`src/hdl/eia_ram.sv`:
```
// Generic single-write, single-read RAM with registered read data.
module eia_ram #(
  parameter int unsigned WIDTH = 8,
  parameter int unsigned DEPTH = 16
) (
  input  logic                     clk_i,
  input  logic                     wr_en_i,
  input  logic [$clog2(DEPTH)-1:0] wr_addr_i,
  input  logic [WIDTH-1:0]         wr_data_i,
  input  logic                     rd_en_i,
  input  logic [$clog2(DEPTH)-1:0] rd_addr_i,
  output logic [WIDTH-1:0]         rd_data_o
);

  logic [WIDTH-1:0] mem [DEPTH];
  logic [WIDTH-1:0] rd_data_q;

  // Same-address read and write return the old word.
  always_ff @(posedge clk_i) begin
    if (wr_en_i) begin
      mem[wr_addr_i] <= wr_data_i;
    end
    if (rd_en_i) begin
      rd_data_q <= mem[rd_addr_i];
    end
  end

  assign rd_data_o = rd_data_q;

endmodule

```
`config.mk`:
```
export PLATFORM = sky130hd
export DESIGN_NAME = eia_ram
export DESIGN_NICKNAME = d
export VERILOG_FILES = /design/src/hdl/eia_ram.sv
export SDC_FILE = /design/constraint.sdc
export NUM_CORES = 1
export LEC_CHECK = 0
export BUFFER_PORTS_ARGS = -buffer_cell sky130_fd_sc_hd__buf_2
export CORE_ASPECT_RATIO = 1.1
export CORE_MARGIN = 5
export CORE_UTILIZATION = 50
export CTS_CLUSTER_SIZE = 14
export DETAILED_ROUTE_END_ITERATION = 8
export GPL_TIMING_DRIVEN = 0
export PLACE_DENSITY = 0.63
export SYNTH_ARGS = -nofsm -noshare
export SYNTH_HDL_FRONTEND = slang
export SYNTH_SLANG_ARGS = --single-unit
```
`constraint.sdc`:
```
create_clock -name clk_i -period 5.1 [get_ports clk_i]
set_clock_uncertainty 0.05 [all_clocks]
set_input_delay 0.255 -clock clk_i [delete_from_list [all_inputs] [get_ports clk_i]]
set_output_delay 0.255 -clock clk_i [all_outputs]
set_load 0.005 [all_outputs]
```
==> flow_summary.json <==
{
  "synth_seq_area_share_pct": 78.1,
  "synth_area_mm2": 0.00523,
  "worstPathArrival_ns": 1.86,
  "ys.flop_type": "edfxtp_1",
  "dpl_worst_slack_ns": 2.70,
  "core_mm2": 0.0103,
  "area_growth_pct": 15.9,
  "ys_warn_count": 0,
  "synth_edf_count": 136,
  "synth_seq_cells": 136,
  "worstHoldStart": "rd_en_i",
  "yosysTopAreaCellShare_pct": 78.1,
  "synth_cell_types": 18,
  "worstHoldPathCells": 1,
  "io_pins": 27,
  "post-cts-setup-buffer-count": 0,
  "min_path_type": "in2reg",
  "worst-path-buf-inv": 1,
  "die_y_um": 117,
  "ys_top_cells_by_count": "edfxtp_1 (136), mux4_2 (18), a22oi_1 (16)",
  "worstSetupStartpointType": "primary input",
  "power_w": 0.00245,
  "hpwl_um": 6100,
  "grt_pass1_vias": 2426,
  "async_flop_share_pct": 0,
  "cts_htree_levels": 4,
  "status": "complete, no violations",
  "gp_congestion": 0.713,
  "p_switching_w": 0.000484,
  "nNetsFinal": 293,
  "p_per_area_mw_per_mm2": 404,
  "cpMaxStageDelayCell": "nor3_1",
  "fmax_mhz": 526,
  "cts_buffers": 17,
  "worst_skew_pair.late_latency_ns": 0.41,
  "combPwrFrac_pct": 4.7,
  "final_core_util_pct": 58.9,
  "via_per_inst": 5.62,
  "die_w_um": 107,
  "cts.sinks": 136,
  "tns_ns": 0,
  "setup_viol": 0,
  "slowest_delay_ns": 0.96,
  "final-hold-violation-count": 0,
  "drt-initial-drc-count": 190,
  "power_frac_seq_pct": 51.7,
  "dr.pass1.iters": 5,
  "p_int_w": 0.00196,
  "grt_max_degree": 17,
  "peakVddDrop_mv": 0.285,
  "place_area_mm2": 0.00553,
  "start_util_pct": 50.8,
  "syn-num-nets": 248,
  "antenna_found_initial": 0,
  "path_max_fanout": 8,
  "wirelength_um": 9550,
  "tightest_slew_ns": 1.23,
  "clk_pin_slew_ns": 0.05,
  "regToRegEndpoint": "rd_data_o[0]$_DFFE_PP_",
  "grt_usage_pct": 16.9,
  "postCtsHoldBufs": 0,
  "grt_overflow": 0,
  "row_count": 39,
  "r2r_start": "mem[4][0]$_DFFE_PP_",
  "synthTopCellsByArea": "edfxtp_1 (78%), mux4_2 (7.8%), mux4_1 (7.0%)",
  "cts_root_buf": "clkbuf_16",
  "whs_endpoint": "rd_data_o[3]$_DFFE_PP_",
  "rsz0062_at_grt": "no",
  "setup_slack_ns": 3.20,
  "crit_path_end_kind": "flip-flop",
  "port_buffers": 25,
  "cts_max_path_buffers": 2,
  "swShare_pct": 19.8,
  "cts.repair.resized": 0,
  "worstRegToRegCells": 3,
  "drv_cap": 0,
  "required_ns": 5.06,
  "synth_area_per_cell_um2": 22.8,
  "worstSetupPathType": "in2reg",
  "grt_pass1_wl_um": 14600,
  "synth_area_leader_cell": "edfxtp_1",
  "die-area_mm2": 0.0126,
  "num_antenna_cells": 0,
  "crit_chain": "buf_2 -> or3b_2 -> nor3_1",
  "finalMaxSlewViolations": 0,
  "ant_nets": 0,
  "synthCells": 229,
  "vias": 2418,
  "r2r_slack_ns": 3.49,
  "leakage_nw": 2.02,
  "wl_per_cell_um": 22.2,
  "cp_top_family": "simple AND/OR/NAND/NOR gates",
  "drc_errors": 0,
  "p_clk_share_pct": 43.6,
  "drive_gt1_share_pct": 28.2,
  "slew_headroom_pct": 17.2,
  "finalCritPeriodShare_pct": 37.3,
  "finalInstanceArea_mm2": 0.00606,
  "synth.most_common_cell": "edfxtp_1",
  "period_minus_slack_ns": 1.90,
  "cts_tree": "built"
}
[kinds of logic after synthesis]
kind of cell / synth area share (%)
AND/OR/NAND/NOR: 3.14
multiplexers: 14.8
AO/OA/AOI/OAI: 2.30
flip-flops: 78.1
buffers and inverters: 1.65
[area by class of cell]
type,count,area (um2)
clock inverter,13,87.6
multi-input combinational,83,1060
buffer,10,86.3
tap,143,179
clock buffer,19,433
fill,736,4240
sequential,136,4080
timing repair buffer,26,133
[metal layers]
layer	track usage (%)	share of wire, %	vias to the layer above
li1	-	-	1071
met4	7.32	1.9	0
met1	23.4	42	1233
met2	25.5	49	101
met5	0	0	-
met3	4.83	6.8	13
[cells in the final DEF (no fill, tap or decap), types with 3 or more instances in the layout]
cell type / n
mux4_1: 14
clkdlybuf4s25_2: 3
clkinv_2: 7
nand2_1: 9
edfxtp_1: 136
buf_2: 28
a22oi_1: 16
nor3_1: 4
buf_6: 3
mux4_2: 18
clkbuf_16: 17
nor2_1: 13
clkinv_1: 4
[worst max-delay path by stage]
| stage | start | end | slack (ns) | cells after the start |
|---|---|---|---|---|
| 4_1_cts | wr_addr_i[2] | mem[0][1]$_DFFE_PP_ | 3.13 | 3 |
| 2_1_floorplan | wr_addr_i[2] | mem[0][0]$_DFFE_PP_ | 3.30 | 2 |
| 5_1_grt | wr_addr_i[2] | mem[0][6]$_DFFE_PP_ | 3.08 | 3 |
| 3_3_place_gp | wr_addr_i[2] | mem[0][7]$_DFFE_PP_ | 2.71 | 3 |
| 3_5_place_dp | wr_addr_i[2] | mem[0][7]$_DFFE_PP_ | 2.70 | 3 |
| 6_report | wr_addr_i[2] | mem[0][1]$_DFFE_PP_ | 3.20 | 3 |
[registers in the layout (all words and copies together) (netlist names)]
| register | flops |
|---|---|
| mem | 128 |
| rd_data_o | 8 |
[through the flow]
stage / std cells / hold slack, ns
after floorplan: 229 / 0.304
after global placement: 397 / 0.539
after detailed placement: 397 / 0.542
after CTS: 429 / 0.117
after global routing: 430 / 0.129
final: 430 / 0.126
[power groups by stage]
stage          combinational (W)  clock, W  sequential (W)
2_1_floorplan          0.0000636         0         0.00129
5_1_grt                 0.000127   0.00114         0.00127
3_5_place_dp            0.000118         0         0.00129
3_3_place_gp            0.000116         0         0.00129
4_1_cts                 0.000118   0.00108         0.00127
6_report                0.000116   0.00107         0.00127
Power figures use the tool's default switching activity.
